<file path="src/sv/mean_3x3_stencil_sweep_defines.svh">
// ----------------------------------------------------------------------------
// mean_3x3_stencil_sweep_defines.svh
// Assertion macros shared by the stencil sweep RTL.
// ----------------------------------------------------------------------------
`ifndef MEAN_3X3_STENCIL_SWEEP_DEFINES_SVH
`define MEAN_3X3_STENCIL_SWEEP_DEFINES_SVH

// same-cycle implication, clocked on clk, off during reset
`define MEAN3_ASSERT(label, ante, cons, msg) \
	label: assert property (@(posedge clk) disable iff (!arst_n) (ante) |-> (cons)) \
		else $error(msg);

// next-cycle implication
`define MEAN3_ASSERT_NEXT(label, ante, cons, msg) \
	label: assert property (@(posedge clk) disable iff (!arst_n) (ante) |=> (cons)) \
		else $error(msg);

`endif

</file>
<file path="src/sv/mean3_pkg.sv">
// ----------------------------------------------------------------------------
// mean3_pkg
// Types and constants of the 3x3 mean stencil sweep.
// ----------------------------------------------------------------------------
`timescale 1ns / 1ps

package mean3_pkg;

	localparam int SAMPLE_W   = 16;
	localparam int GRID_W     = 11;
	localparam int GRID_RST   = 64;
	localparam int SUM_W      = SAMPLE_W + 4;
	localparam int MULT_W     = 20;
	localparam int PROD_W     = SUM_W + MULT_W;
	localparam int DIV9_SHIFT = 23;
	// ceil(2^23 / 9), exact for every sum below 2^21
	localparam logic [MULT_W-1:0] DIV9_MULT = 20'd932068;

	typedef logic [SAMPLE_W-1:0] sample_t;

	typedef enum logic {
		ACT_SAMPLE = 1'b0,
		ACT_DRAIN  = 1'b1
	} action_t;

	// neighbor row/column lies inside the grid
	typedef struct packed {
		logic top_ok;
		logic bot_ok;
		logic left_ok;
		logic right_ok;
	} nb_mask_t;

endpackage

</file>
<file path="src/sv/mean3_div9.sv">
// ----------------------------------------------------------------------------
// mean3_div9
// Divide the rounded neighborhood sum by nine with a reciprocal multiply.
// ----------------------------------------------------------------------------
`timescale 1ns / 1ps

module mean3_div9 (
	input  logic [mean3_pkg::SUM_W-1:0] sum,
	output mean3_pkg::sample_t          quo
);

	logic [mean3_pkg::PROD_W-1:0] prod;

	assign prod = mean3_pkg::PROD_W'(sum) * mean3_pkg::PROD_W'(mean3_pkg::DIV9_MULT);
	assign quo  = prod[mean3_pkg::DIV9_SHIFT +: mean3_pkg::SAMPLE_W];

endmodule

</file>
<file path="config.mk">
export PLATFORM = sky130hd
export DESIGN_NAME = mean3_div9
export DESIGN_NICKNAME = d
export VERILOG_FILES = /design/src/sv/mean_3x3_stencil_sweep_defines.svh /design/src/sv/mean3_pkg.sv /design/src/sv/mean3_div9.sv
export SDC_FILE = /design/constraint.sdc
export NUM_CORES = 1
export LEC_CHECK = 0
export BUFFER_PORTS_ARGS = -buffer_cell sky130_fd_sc_hd__buf_2
export CAP_MARGIN = 20
export CORE_ASPECT_RATIO = 1.5
export CORE_MARGIN = 2
export CORE_UTILIZATION = 35
export DETAILED_ROUTE_END_ITERATION = 12
export PLACE_DENSITY = 0.52
export SETUP_SLACK_MARGIN = 0.4
export SYNTH_ARGS = -nofsm -noshare
export SYNTH_HDL_FRONTEND = slang
export SYNTH_SLANG_ARGS = --single-unit
</file>
<file path="constraint.sdc">
create_clock -name vclk -period 6.2
set_clock_uncertainty 0.15 [all_clocks]
set_input_delay 0 -clock vclk [all_inputs]
set_output_delay 0 -clock vclk [all_outputs]
set_load 0.005 [all_outputs]
</file>
**Word level (Yosys, flattened, before mapping)**

Cells that the tools add are included.

- Add/sub/neg operators: 0
- $mul: 1
- Divide/modulo/power cells: 0
- Magnitude comparators: 0
- Equal/unequal tests: 0
- Shift operators: 0
- Multiplexer cells: 0
- Bitwise logic cells: 0
- Reduce and logical (&&, ||, !) cells: 0

Operator list:

| operator | number |
|---|---|
| $mul A20 B18 Y37 const B | 1 |

- Register bits: 0
- Bits in latches: 0
- RAM bits: 0
- ROM bits: 0
- Input port bits: 20
- Logic and storage cells: 1
- Memories kept: 0

**Longest topological paths before layout**

Gate-level depths: netlist of run 1.

- Word-level depth: 1
- Mapped depth: 21
- Gate-level depth less buffers: 20

**Least setup slack after synthesis of run 1**

OpenSTA, ideal clock, no wires.

- Kind: input-to-output
- From: in sum[7] (netlist name)
- To: out quo[14]
- Data arrival time: 4.830 ns
- Required time: 6.050 ns
- Slack: 1.220 ns
- Stages: 16
- Buffers on the path: 0
- Path through: fa_1 -> ha_1 -> inv_1 -> fa_1 -> inv_1 -> fa_1 -> fa_1 -> inv_1 -> fa_1 -> inv_1 -> ha_1 -> nand3_1 -> o41ai_4 -> a21oi_2 -> or4b_1 -> and4_1

- Cells in the longest elaborated chain, start to end: 1

Ends and longest elaborated chain:

| item | RTL line | text |
|---|---|---|
| start: declaration | mean3_div9.sv:8 | `input logic [mean3_pkg::SUM_W-1:0] sum,` |
| $mul A20 B18 Y37 | mean3_div9.sv:14 | `assign prod = mean3_pkg::PROD_W'(sum) * mean3_pkg::PROD_W'(mean3_pkg::DIV9_MULT);` |
| end: declaration | mean3_div9.sv:9 | `output mean3_pkg::sample_t quo` |

Every way passes these cells.

**Worst setup path after layout of run 1**

- From: in sum[7] (netlist name)
- To: out quo[10]

The elaborated chain is that of the path after synthesis.

==> results of run 1 <==
[through the flow]
step                      instances  instance area (µm²)
after global placement          799                 5700
after floorplan                 567                 5284
after global routing            800                 5713
after CTS                       799                 5700
after detailed placement        799                 5700
final                           800                 5713
[per-layer routing]
metal	up-vias	GRT usage [%]	wire, µm
met5	-	0	0
met4	0	3.925	393
met3	14	0.2107	261
met2	75	34.11	7600
met1	1976	19.33	4936
li1	1903	-	-
[final cells by class]
type	count	area, µm²	area share, %
inverter	152	570.5	9.987
multi-input combinational	412	4706	82.37
timing repair buffer	37	187.7	3.285
tap	199	249.0	4.358
[worst paths after layout]
check                  to  depth (start not counted)     from
setup / recovery  quo[10]                         20   sum[7]
hold / removal    quo[15]                          6  sum[19]
[kinds of logic after synthesis]
| logic type | Yosys count | synth area share, % |
|---|---|---|
| adders and majority gates | 230 | 66.97 |
| buffers and inverters | 155 | 11.03 |
| AOI/OAI and AO/OA | 87 | 10.75 |
| and+or+nand+nor | 67 | 6.606 |
| xor gates and xnor gates | 28 | 4.641 |
[synth_stat cells (all sizes together), types with 2 or more instances]
| cell | instances |
|---|---|
| nand2 | 26 |
| fa | 88 |
| nand4 | 5 |
| and3 | 6 |
| a21o | 14 |
| o2111ai | 2 |
| nand2b | 2 |
| xnor2 | 12 |
| o21a | 3 |
| inv | 152 |
| nand3b | 2 |
| a21oi | 27 |
| o21ai | 17 |
| a31oi | 6 |
| xor2 | 16 |
| nor3b | 3 |
| nor2 | 10 |
| ha | 142 |
| nand3 | 5 |
| nor2b | 2 |
| o211ai | 6 |
| o21bai | 5 |
| clkbuf | 3 |
[worst max-delay path, stage by stage]
cell,delay [ns]
buf_2,0.13
fa_1,0.54
ha_1,0.39
inv_1,0.08
fa_1,0.54
inv_1,0.06
fa_1,0.50
fa_1,0.56
inv_1,0.06
fa_1,0.54
inv_1,0.05
ha_1,0.33
a21o_1,0.17
a21o_1,0.17
a221oi_1,0.43
o41ai_4,0.21
a21oi_2,0.24
o21ai_0,0.14
xor2_1,0.16
buf_2,0.13
[what timing repair did]
item | in CTS | in global routing
resized for setup | 0 | 1
setup endpoints to repair | 0 | 2
buffers inserted | 0 | 1
==> impl_metrics.env, run 1 <==
export IMPL_nNetsFinal=853
export IMPL_finalMaxSlewViolations=0
export IMPL_syn_inst=567
export IMPL_cts_hold_fix_buffers=0
export IMPL_design_seq_count=0
export IMPL_die_area_mm2=0.01612
export IMPL_synth_top_area_cell="ha_1"
export IMPL_ys_seq_area_share_pct=0
export IMPL_final_cell_mix="inv_1 (152), ha_1 (142), fa_1 (88), buf_2 (36)"
export IMPL_die_h_um=154.5
export IMPL_final_hold_violation_count=0
export IMPL_fmax_mhz=179.0
export IMPL_antenna_found_initial=0
export IMPL_routed_wl_mm=13.19
export IMPL_groute_usage_overall_pct=16.84
export IMPL_gp_congestion=0.8931
export IMPL_hpwl_mm=12.49
export IMPL_grt_setup_unrepaired="true"
export IMPL_syn2layout_area_growth_pct=8.122
export IMPL_finalWorstPathRequiredPeriod_ns=5.586
export IMPL_cp_end_kind="primary output"
export IMPL_antenna_left=0
export IMPL_core_area_mm2=0.01493
export IMPL_grt_pass1_vias=4323
export IMPL_syn_area_mm2=0.005284
export IMPL_yosysWarnings=0
export IMPL_grt_first_pass_wirelength_mm=21.67
export IMPL_drv_cap=0
export IMPL_synth_distinct_cells=42
export IMPL_required_ns=6.05
export IMPL_vias=3968
export IMPL_critPathMaxFanout=6
export IMPL_max_slew_margin_pct=69.88
export IMPL_syn_area_per_cell_um2=9.319
export IMPL_final_core_util_pct=38.26
export IMPL_syn_nets=817
export IMPL_pin_count=36
export IMPL_wl_per_cell_um=16.49
export IMPL_fill_cells=1575
export IMPL_tightest_slew_ns=0.4502
export IMPL_grt_overflow_total=0
export IMPL_grt_max_degree=10
export IMPL_hold_slack_ns=0.8323
export IMPL_worst_ep_arrival_time_ns=5.44
export IMPL_finalCritPeriodShare_pct=90.10
export IMPL_mostFrequentLayoutCell="inv_1"
export IMPL_netlist_area_leader_share_pct=33.63
export IMPL_final_seq_area_um2=0
export IMPL_worst_slack_ns=0.6138
export IMPL_first_pass_iters=7
export IMPL_hp_class="in -> out"
export IMPL_vias_per_cell=4.960
export IMPL_crit_path_start_kind="primary input"
export IMPL_rows=55
export IMPL_die_x_um=104.3
export IMPL_initial_core_util_pct=35.38
export IMPL_tns_ns=0
export IMPL_synth_area_top_cells="ha_1 (34%), fa_1 (33%), inv_1 (11%)"
export IMPL_clock_buffers=0
export IMPL_preCtsSetupSlack_ns=0.4875
export IMPL_drive_gt1_share_pct=7.654
export IMPL_drc=0
export IMPL_status="finished clean"
export IMPL_setup_viol=0
export IMPL_diodes=0
export IMPL_worstSetupPathType="in -> out"
export IMPL_drtIter0Drc=97
export IMPL_portBuffers=36
Power of run 1 is left out: the tool's default activity adds up to more than one toggle a clock period on the data nets, which glitch-free logic cannot reach.
==> inputs of run 2 (changes only) <==
--- a/config.mk
+++ b/config.mk
@@ -11,7 +11,7 @@
 export CORE_MARGIN = 2
 export CORE_UTILIZATION = 35
 export DETAILED_ROUTE_END_ITERATION = 12
-export PLACE_DENSITY = 0.52
+export PLACE_DENSITY_LB_ADDON = 0.15
 export SETUP_SLACK_MARGIN = 0.4
 export SYNTH_ARGS = -nofsm -noshare
 export SYNTH_HDL_FRONTEND = slang
==> run 2 against run 1 <==
Against the previous run:
- worst setup slack gained 0.020 ns
- critical endpoint is now quo[14]
- worst hold slack improved by 0.0068 ns
- first-iteration DRC count up 5.2%
- cell count down 0.13%
- global-route usage up 0.57 points
- clock-buffer cell count unchanged
- via count decreased by 2.2%
- final area fell by 0.11%
- die area unchanged
==> impl_metrics.env, run 2 (synthesized netlist as in run 1, its figures left out) <==
export IMPL_tightest_slew_ns=0.5588
export IMPL_worst_path_stages=20
export IMPL_syn2layout_area_growth_pct=8.004
export IMPL_critPathMaxFanout=6
export IMPL_worstSetupPathType="in -> out"
export IMPL_gp_congestion=0.8728
export IMPL_endpoint="quo[14]"
export IMPL_pin_count=36
export IMPL_finalMaxSlewViolations=0
export IMPL_antenna_found_initial=0
export IMPL_vias_per_cell=4.855
export IMPL_drc=0
export IMPL_clock_buffers=0
export IMPL_crit_start="sum[3]"
export IMPL_grt_pass1_vias=4380
export IMPL_final_hold_violation_count=0
export IMPL_grt_first_pass_wirelength_mm=22.16
export IMPL_cp_end_kind="primary output"
export IMPL_grt_overflow_total=0
export IMPL_die_h_um=154.5
export IMPL_slowest_delay_ns=0.55
export IMPL_groute_usage_overall_pct=17.41
export IMPL_core_area_mm2=0.01493
export IMPL_die_area_mm2=0.01612
export IMPL_vias=3879
export IMPL_grt_max_degree=10
export IMPL_drtIter0Drc=102
export IMPL_fin_cells=799
export IMPL_fill_cells=1537
export IMPL_cp_cell_sequence="buf_2 > inv_1 > fa_1 > inv_1 > ha_1 > xor2_1 > ha_1 > a21o_1 > fa_1 > fa_1 > inv_1 > fa_1 > inv_1 > ha_1 > nand3_1 > o41ai_4 > a21oi_2 > or4b_1 > and4_1 > buf_2"
export IMPL_setup_viol=0
export IMPL_die_x_um=104.3
export IMPL_diodes=0
export IMPL_required_ns=6.05
export IMPL_portBuffers=36
export IMPL_crit_path_start_kind="primary input"
export IMPL_rows=55
export IMPL_hpwl_mm=12.86
export IMPL_finalCritPeriodShare_pct=89.78
export IMPL_cts_hold_fix_buffers=0
export IMPL_design_seq_count=0
export IMPL_nNetsFinal=852
export IMPL_mostFrequentLayoutCell="inv_1"
export IMPL_drive_gt1_share_pct=7.500
export IMPL_max_slew_margin_pct=62.74
export IMPL_status="finished clean"
export IMPL_tns_ns=0
export IMPL_routed_wl_mm=13.45
export IMPL_initial_core_util_pct=35.38
export IMPL_first_pass_iters=4
export IMPL_finalWorstPathRequiredPeriod_ns=5.567
export IMPL_dp_cells=799
export IMPL_final_cell_mix="inv_1 (152), ha_1 (142), fa_1 (88), buf_2 (36)"
export IMPL_hp_class="in -> out"
export IMPL_grt_setup_unrepaired="true"
export IMPL_worst_ep_arrival_time_ns=5.42
export IMPL_crit_family="adder cells"
export IMPL_antenna_left=0
export IMPL_final_seq_area_um2=0
export IMPL_slowest_stage="fa_1"
export IMPL_multi_input_area_mm2=0.004707
export IMPL_crit_buf_inv=6
export IMPL_drv_cap=0
export IMPL_fmax_mhz=179.6
export IMPL_wl_per_cell_um=16.83
-- run 2: cell count changes in the layout (fill, tap and decap cells not counted) --
cell      change
a221oi_2      +1
o21ai_0       -1
o21ai_1       +1
nand3_2       -1
a221oi_1      -1
buf_4         -1
nand3_1       +1
-- run 2: worst min path at each step --
stage | start | to | cells past startpoint | slack [ns]
3_3_place_gp | sum[19] | quo[15] | 6 | 0.87
6_report | sum[19] | quo[15] | 6 | 0.84
4_1_cts | sum[19] | quo[15] | 6 | 0.86
3_5_place_dp | sum[19] | quo[15] | 6 | 0.84
2_1_floorplan | sum[19] | quo[15] | 4 | 0.35
5_1_grt | sum[19] | quo[15] | 6 | 0.92
-- run 2: layout make-up --
type	count	area share, %
Tap cell	199	4.363
Inverter	152	9.998
Timing Repair Buffer	36	3.157
Multi-Input combinational cell	412	82.48
-- run 2: worst min-delay path, delay by kind of cell --
kind       cells  cell delay, ns
xor+xnor       3            0.43
fa+ha+maj      1            0.26
buf+inv        2            0.29
-- run 2: timing repair --
item / 4_1_cts / 5_1_grt
endpoints found under the setup margin: 0 / 3
buffers inserted: 0 / 0
gates resized for setup: 0 / 2
-- run 2: routing by layer --
metal	wire (µm)	part of all wire, %	up-vias	GRT usage, %
li1	-	-	1896	-
met1	4849	36	1913	18.96
met2	7956	59	53	36.29
met3	216	1.6	17	0.2528
met4	427	3.2	0	4.376
met5	0	0	-	0
-- run 2: stage by stage --
step	area [µm²]	utilization (%)	hold slack (ns)	worst slack [ns]
floorplan	5284	-	0.3534	1.220
global placement	5700	38.17	0.8671	0.5695
detailed placement	5700	38.17	0.8412	0.5536
CTS	5700	38.17	0.8634	0.5233
global route	5707	38.22	0.9226	0.3702
finish	5707	38.22	0.8391	0.6334
Power of run 2 is left out for the same reason.
