$ cat src/sv/mean_3x3_stencil_sweep_defines.svh
// ----------------------------------------------------------------------------
// mean_3x3_stencil_sweep_defines.svh
// Assertion macros shared by the stencil sweep RTL.
// ----------------------------------------------------------------------------
`ifndef MEAN_3X3_STENCIL_SWEEP_DEFINES_SVH
`define MEAN_3X3_STENCIL_SWEEP_DEFINES_SVH

// same-cycle implication, clocked on clk, off during reset
`define MEAN3_ASSERT(label, ante, cons, msg) \
	label: assert property (@(posedge clk) disable iff (!arst_n) (ante) |-> (cons)) \
		else $error(msg);

// next-cycle implication
`define MEAN3_ASSERT_NEXT(label, ante, cons, msg) \
	label: assert property (@(posedge clk) disable iff (!arst_n) (ante) |=> (cons)) \
		else $error(msg);

`endif

$ cat src/sv/mean3_pkg.sv
// ----------------------------------------------------------------------------
// mean3_pkg
// Types and constants of the 3x3 mean stencil sweep.
// ----------------------------------------------------------------------------
`timescale 1ns / 1ps

package mean3_pkg;

	localparam int SAMPLE_W   = 16;
	localparam int GRID_W     = 11;
	localparam int GRID_RST   = 64;
	localparam int SUM_W      = SAMPLE_W + 4;
	localparam int MULT_W     = 20;
	localparam int PROD_W     = SUM_W + MULT_W;
	localparam int DIV9_SHIFT = 23;
	// ceil(2^23 / 9), exact for every sum below 2^21
	localparam logic [MULT_W-1:0] DIV9_MULT = 20'd932068;

	typedef logic [SAMPLE_W-1:0] sample_t;

	typedef enum logic {
		ACT_SAMPLE = 1'b0,
		ACT_DRAIN  = 1'b1
	} action_t;

	// neighbor row/column lies inside the grid
	typedef struct packed {
		logic top_ok;
		logic bot_ok;
		logic left_ok;
		logic right_ok;
	} nb_mask_t;

endpackage

$ cat src/sv/mean3_kernel.sv
// ----------------------------------------------------------------------------
// mean3_kernel
// 3x3 window registers and the neighborhood sum, out-of-grid taps replaced by the center.
// ----------------------------------------------------------------------------
`timescale 1ns / 1ps

module mean3_kernel (
	input  logic                           clk,
	input  logic                           shift,
	input  mean3_pkg::sample_t             col_top,
	input  mean3_pkg::sample_t             col_mid,
	input  mean3_pkg::sample_t             col_bot,
	input  mean3_pkg::nb_mask_t            mask,
	output logic [mean3_pkg::SUM_W-1:0]    sum
);

	mean3_pkg::sample_t win_q [3][3];
	mean3_pkg::sample_t col_in [3];
	logic [2:0] row_ok;
	logic [2:0] col_ok;

	assign col_in[0] = col_top;
	assign col_in[1] = col_mid;
	assign col_in[2] = col_bot;
	assign row_ok = {mask.bot_ok, 1'b1, mask.top_ok};
	assign col_ok = {mask.right_ok, 1'b1, mask.left_ok};

	always_ff @(posedge clk) begin
		if (shift) begin
			for (int r = 0; r < 3; r++) begin
				win_q[r][0] <= win_q[r][1];
				win_q[r][1] <= win_q[r][2];
				win_q[r][2] <= col_in[r];
			end
		end
	end

	// neighborhood columns: win col 1, win col 2 (center), incoming column
	always_comb begin
		logic [mean3_pkg::SUM_W-1:0] acc;
		mean3_pkg::sample_t          tap;
		acc = mean3_pkg::SUM_W'(4);
		for (int r = 0; r < 3; r++) begin
			for (int c = 0; c < 3; c++) begin
				if (!(row_ok[r] && col_ok[c])) begin
					tap = win_q[1][2];
				end else if (c == 2) begin
					tap = col_in[r];
				end else begin
					tap = win_q[r][c+1];
				end
				acc = acc + mean3_pkg::SUM_W'(tap);
			end
		end
		sum = acc;
	end

endmodule

$ cat config.mk
export PLATFORM = sky130hd
export DESIGN_NAME = mean3_kernel
export DESIGN_NICKNAME = d
export VERILOG_FILES = /design/src/sv/mean_3x3_stencil_sweep_defines.svh /design/src/sv/mean3_pkg.sv /design/src/sv/mean3_kernel.sv
export SDC_FILE = /design/constraint.sdc
export NUM_CORES = 1
export LEC_CHECK = 0
export BUFFER_PORTS_ARGS = -buffer_cell sky130_fd_sc_hd__buf_2
export CORE_MARGIN = 1.5
export CORE_UTILIZATION = 45
export DETAILED_ROUTE_END_ITERATION = 10
export PLACE_DENSITY = 0.71
export SETUP_SLACK_MARGIN = 0.02
export SYNTH_ARGS = -nofsm -noshare
export SYNTH_HDL_FRONTEND = slang
export SYNTH_SLANG_ARGS = --single-unit
$ cat constraint.sdc
create_clock -name clk -period 10.18 [get_ports clk]
set_clock_uncertainty 0.05 [all_clocks]
set_input_delay 2.036 -clock clk [delete_from_list [all_inputs] [get_ports clk]]
set_output_delay 2.036 -clock clk [all_outputs]
set_load 0.03 [all_outputs]
* After elaboration in Yosys (flattened, before gate mapping) *
Memory sizes are Yosys's and may differ from the RTL's.
Cells that the tools add are included.

word-level totals
  register bits after elaboration = 0
  RAM bits = 144
  output and inout bits = 20
  logic and storage cells = 24
  memories = 1

memory list
  name   words  bits a word  rd ports  clocked after memory_dff  write ports  RTL line            text
  win_q  3      48           3         0                         3            mean3_kernel.sv:17  mean3_pkg::sample_t win_q [3][3];

cells by class
  add/sub/neg operators = 9
  muxes and demuxes = 10
  reductions and logical operators = 4

operators by type and width
  kind                                          number
  two-way mux 16 bit                            8
  adder 20 x 16 -> 20 bit                       5
  adder 19 x 16 -> 20 bit                       1
  adder 18 x 16 -> 19 bit                       1
  adder 17 x 16 -> 18 bit                       1
  adder 3 x 16 -> 17 bit, first input constant  1
  logical AND 1 bit                             4
  two-way mux 1 bit                             2

* Depth between registers and ports, before layout *
  word-level depth = 11
  depth in mapped cells = 20
  gate-level depth less buffers = 18

* Worst setup path after synthesis *
Ideal clock, no wire load.

  path type = input -> output
  start point = input port mask[1] (netlist bit)
  end point = output port sum[16] (netlist bit)
  arrival = 6.962 ns
  data required time = 8.094 ns
  slack = 1.132 ns
  stages on the path = 18
  path buffers = 2
  path through = buf_2 > nand2_1 > buf_2 > mux2_2 > fa_1 > fa_1 > fa_1 > inv_1 > fa_1 > inv_1 > ha_1 > inv_1 > fa_1 > nand2b_1 > a21oi_1 > o21ai_1 > mux2i_1 > a211oi_1

on the way
  longest elaborated chain between the ends = 11

RTL lines
  item                                       RTL line            text
  start, declared                            mean3_kernel.sv:13  input mean3_pkg::nb_mask_t mask,
  logical AND 1 bit                          mean3_kernel.sv:45  if (!(row_ok[r] && col_ok[c])) begin
  two-way mux 16 bit                         mean3_kernel.sv:45
  adder 3 x 16 -> 17 bit                     mean3_kernel.sv:52  acc = acc + mean3_pkg::SUM_W'(tap);
  adder 17 x 16 -> 18 bit                    mean3_kernel.sv:52
  adder 18 x 16 -> 19 bit                    mean3_kernel.sv:52
  adder 19 x 16 -> 20 bit                    mean3_kernel.sv:52
  adder 20 x 16 -> 20 bit (2 in series)      mean3_kernel.sv:52
  adder 20 x 16 -> 20 bit (*) (3 in series)  mean3_kernel.sv:52
  end, declared                              mean3_kernel.sv:14  output logic [mean3_pkg::SUM_W-1:0] sum

Every way passes the cells marked *; elsewhere a longest branch is shown, timed or not.

* Worst setup path in the final report *
Ends and elaborated chain as after synthesis.

==> tab_implementation.tex <==
\begin{tabular}{lr}
\hline
Metric & Value \\
\hline
\multicolumn{2}{l}{\textbf{Status}} \\
\quad Run status & completed \\
\multicolumn{2}{l}{\textbf{GRT}} \\
\quad Grt total ovfl & 0 \\
\quad Grt met1 use & 0.279 \\
\quad Maximum number of pins on one net before global-route repair & 75 \\
\quad Met2 Usage GRT & 0.314 \\
\quad Busiest metal layer after global routing & met2 \\
\quad Total routing resource utilization after global routing & 0.199 \\
\quad Initial antenna violation count & 0 \\
\quad Wire length of the first global-routing pass & 27.4 mm \\
\quad Global routing met3 resource utilization & 0.0466 \\
\quad Number of global-route vias before repair & 5188 \\
\multicolumn{2}{l}{\textbf{STA}} \\
\quad Pin slew with the least headroom to its limit & 0.997 ns \\
\quad Worst path setup slack after routing & 0.654 ns \\
\quad Final Hold Violating Endpoints & 0 \\
\quad Final max-slew violation count & 0 \\
\quad Final setup TNS & 0 ns \\
\quad Final setup viols & 0 \\
\quad RSZ-0062 raised after global routing & false \\
\quad Shortest clock period the worst path allows after layout & 9.53 ns \\
\quad Timing-limited maximum frequency & 105 MHz \\
\quad Tcrit/Tclk final & 0.936 \\
\quad Slew HR & 0.335 \\
\quad WHS & 0.396 ns \\
\multicolumn{2}{l}{\textbf{Logic synthesis}} \\
\quad Sequential fraction of the synthesis area & 0.363 \\
\quad Most frequent cells after synthesis & 168 x sky130\_fd\_sc\_hd\_\_inv\_1, 111 x sky130\_fd\_sc\_hd\_\_fa\_1, 96 x sky130\_fd\_sc\_hd\_\_edfxtp\_1 \\
\quad Cell count after synthesis & 674 \\
\quad Most numerous cell in the Yosys netlist & sky130\_fd\_sc\_hd\_\_inv\_1 \\
\quad Ranking of synthesized cells by area & sky130\_fd\_sc\_hd\_\_edfxtp\_1 36\%, sky130\_fd\_sc\_hd\_\_fa\_1 28\%, sky130\_fd\_sc\_hd\_\_mux2i\_1 11\% \\
\quad Leading area contributor after synthesis & sky130\_fd\_sc\_hd\_\_edfxtp\_1 \\
\quad Async set-or-reset flop fraction in the synthesized netlist & 0 \\
\quad Avg Synthesized Cell Area & 11.8 um\^{}2 \\
\quad Synthesized netlist net count & 858 \\
\quad Number of enable-type register cells in the synthesized netlist & 96 \\
\quad Area share of the largest cell type after synthesis & 0.363 \\
\quad Flops \& latches, synth & 96 \\
\quad Synth warn & 0 \\
\quad Top flip-flop cell by instance count after synthesis & sky130\_fd\_sc\_hd\_\_edfxtp\_1 \\
\quad Post-synthesis cell type count & 36 \\
\quad Post-synthesis instance area & 7950 um\^{}2 \\
\multicolumn{2}{l}{\textbf{Place}} \\
\quad Worst slack after detailed placement & 0.667 ns \\
\quad Detail Placement HPWL & 12.4 mm \\
\quad Input/output buffers & 73 \\
\quad Global placer's final weighted congestion & 0.811 \\
\multicolumn{2}{l}{\textbf{Cells and area}} \\
\quad Area added between synthesis and finish & 11.8\% \\
\quad Most flops, register & win\_q \\
\quad Fraction of layout cells with a size suffix above 1 & 0.153 \\
\quad Antenna cell count & 0 \\
\quad Filler Cell Count & 1558 \\
\quad Largest register FFs & 96 \\
\quad FF/Latch Area & 2880 um\^{}2 \\
\quad Net count, final & 929 \\
\quad Area of the multi-input gates & 4340 um\^{}2 \\
\quad Largest registers in the final layout & win\_q: 96 flops \\
\multicolumn{2}{l}{\textbf{Clock tree}} \\
\quad CTS HTree Levels & 3 \\
\quad Clock latency on the worst-skew pair & 0.35 ns \\
\quad Reg clk slew, reported paths & 0.07 ns \\
\quad Number of post-CTS setup repair buffers & 0 \\
\quad Worst-case clock buffer depth & 2 \\
\quad Cts bufs inserted & 9 \\
\quad Master cell of the clock root buffer & sky130\_fd\_sc\_hd\_\_clkbuf\_16 \\
\quad Clock sinks & 96 \\
\quad Clock tree from TritonCTS & done \\
\quad CTS Hold Buffers Added & 0 \\
\quad PostCTS Resize Cnt & 0 \\
\multicolumn{2}{l}{\textbf{Route}} \\
\quad Total number of vias & 4949 \\
\quad Pre-antenna DRT Iters & 5 \\
\quad Wire length after detailed routing & 16.5 mm \\
\quad Antenna Nets Post-Route & 0 \\
\quad Routed length per instance & 16.9 um \\
\quad Via density & 5.08 \\
\quad Iter 0 DRT Violations & 248 \\
\quad Drc violations & 0 \\
\multicolumn{2}{l}{\textbf{Floorplanning}} \\
\quad Core Rows & 48 \\
\quad Die H & 136 um \\
\quad Die W & 136 um \\
\quad Total Die Area & 18500 um\^{}2 \\
\quad Core Box Area & 17300 um\^{}2 \\
\quad I/O pins & 74 \\
\quad Starting density of the core & 0.460 \\
\multicolumn{2}{l}{\textbf{Critical path}} \\
\quad R2r endpoint & win\_q[1][18]\$\_DFFE\_PP\_ \\
\quad Worst reg2reg setup slack & 9.30 ns \\
\quad Reg-to-reg critical path startpoint & win\_q[1][2]\$\_DFFE\_PP\_ \\
\quad Arrival time at the worst endpoint & 7.44 ns \\
\quad Endpoint class of the critical path & output pin \\
\quad Start point of the critical path & mask[1] \\
\quad Sort of element at the start of the critical path & input pin \\
\quad Maximum fanout count along the critical path & 19 \\
\quad Number of cells traversed by the worst register-to-register path & 0 \\
\quad Last element of the critical path & sum[16] \\
\quad Kind of critical path & input pin to output pin \\
\quad CP Data Required Time & 8.09 ns \\
\multicolumn{2}{l}{\textbf{Run}} \\
\quad Number of max-cap violations & 0 \\
\multicolumn{2}{l}{\textbf{Worst hold path}} \\
\quad Tightest Hold Check Type & flip-flop to flip-flop \\
\hline
\end{tabular}
-- metrics by stage --
step | utilization | cell area [um^2] | instances
floorplan | - | 7950 | 674
global placement | 0.496 | 8580 | 959
detailed placement | 0.496 | 8580 | 959
CTS | 0.514 | 8890 | 975
global route | 0.514 | 8890 | 975
finish | 0.514 | 8890 | 975
-- how the worst min path moves through the flow --
| stage | depth (start not counted) | end | start | slack (ns) |
|---|---|---|---|---|
| 2_1_floorplan | 0 | win_q[1][18]$_DFFE_PP_ | win_q[1][2]$_DFFE_PP_ | 0.37 |
| 3_3_place_gp | 0 | win_q[0][30]$_DFFE_PP_ | win_q[0][14]$_DFFE_PP_ | 0.38 |
| 3_5_place_dp | 0 | win_q[2][27]$_DFFE_PP_ | win_q[2][11]$_DFFE_PP_ | 0.38 |
| 4_1_cts | 0 | win_q[2][27]$_DFFE_PP_ | win_q[2][11]$_DFFE_PP_ | 0.40 |
| 5_1_grt | 0 | win_q[0][24]$_DFFE_PP_ | win_q[0][8]$_DFFE_PP_ | 0.41 |
| 6_report | 0 | win_q[2][27]$_DFFE_PP_ | win_q[2][11]$_DFFE_PP_ | 0.40 |
-- final cells by class --
cell class / instances / share of cell area
inverters: 168 / 0.0709
repair buffers: 83 / 0.0498
clock inverters: 6 / 0.00929
well taps: 225 / 0.0317
flip-flops and latches: 96 / 0.324
clock buffers: 10 / 0.0258
multi-input cells: 387 / 0.488
-- cells in the final DEF (no fill, tap or decap), types with 2 or more instances in the layout --
cell and count:
sky130_fd_sc_hd__a211oi_1 3, sky130_fd_sc_hd__a21o_1 2, sky130_fd_sc_hd__a21oi_1 16, sky130_fd_sc_hd__buf_2 72, sky130_fd_sc_hd__buf_4 11, sky130_fd_sc_hd__bufinv_16 2, sky130_fd_sc_hd__clkbuf_16 9, sky130_fd_sc_hd__clkinv_2 2
sky130_fd_sc_hd__edfxtp_1 96, sky130_fd_sc_hd__fa_1 111, sky130_fd_sc_hd__ha_1 19, sky130_fd_sc_hd__inv_1 168, sky130_fd_sc_hd__mux2_2 16, sky130_fd_sc_hd__mux2i_1 85, sky130_fd_sc_hd__nand2_1 45, sky130_fd_sc_hd__nand2b_1 2
sky130_fd_sc_hd__nand3_1 3, sky130_fd_sc_hd__nand4_1 3, sky130_fd_sc_hd__nor2_1 8, sky130_fd_sc_hd__o2111ai_1 2, sky130_fd_sc_hd__o21a_1 3, sky130_fd_sc_hd__o21ai_0 38, sky130_fd_sc_hd__o21ai_1 3, sky130_fd_sc_hd__xnor2_1 8
sky130_fd_sc_hd__xor2_1 7
-- logic make-up after synthesis --
group	synth area share
xor gates and xnor gates	0.0165
buffers and inverters	0.0913
DFF	0.363
adders and majority gates	0.311
AOI/OAI and AO/OA	0.0549
and+or+nand+nor	0.0342
muxes	0.130
-- routing by layer --
metal	up-vias	routed length, um
met5	-	0
met4	0	256
met3	16	947
met2	110	7710
met1	2506	7600
li1	2317	-
-- critical path, cell delays in order --
cell                       delay (ns)
sky130_fd_sc_hd__buf_2           0.47
sky130_fd_sc_hd__nand2_1         0.49
sky130_fd_sc_hd__mux2i_1         0.24
sky130_fd_sc_hd__fa_1            0.52
sky130_fd_sc_hd__inv_1           0.05
sky130_fd_sc_hd__fa_1            0.49
sky130_fd_sc_hd__fa_1            0.49
sky130_fd_sc_hd__inv_1           0.05
sky130_fd_sc_hd__fa_1            0.42
sky130_fd_sc_hd__inv_1           0.07
sky130_fd_sc_hd__ha_1            0.20
sky130_fd_sc_hd__inv_1           0.08
sky130_fd_sc_hd__fa_1            0.45
sky130_fd_sc_hd__nand2b_1        0.18
sky130_fd_sc_hd__a21oi_1         0.42
sky130_fd_sc_hd__o21ai_1         0.18
sky130_fd_sc_hd__mux2i_1         0.15
sky130_fd_sc_hd__a211oi_1        0.19
sky130_fd_sc_hd__buf_2           0.24
Power is not shown: default switching activity piles up to over one toggle a cycle in this logic, so the estimate is an artifact.
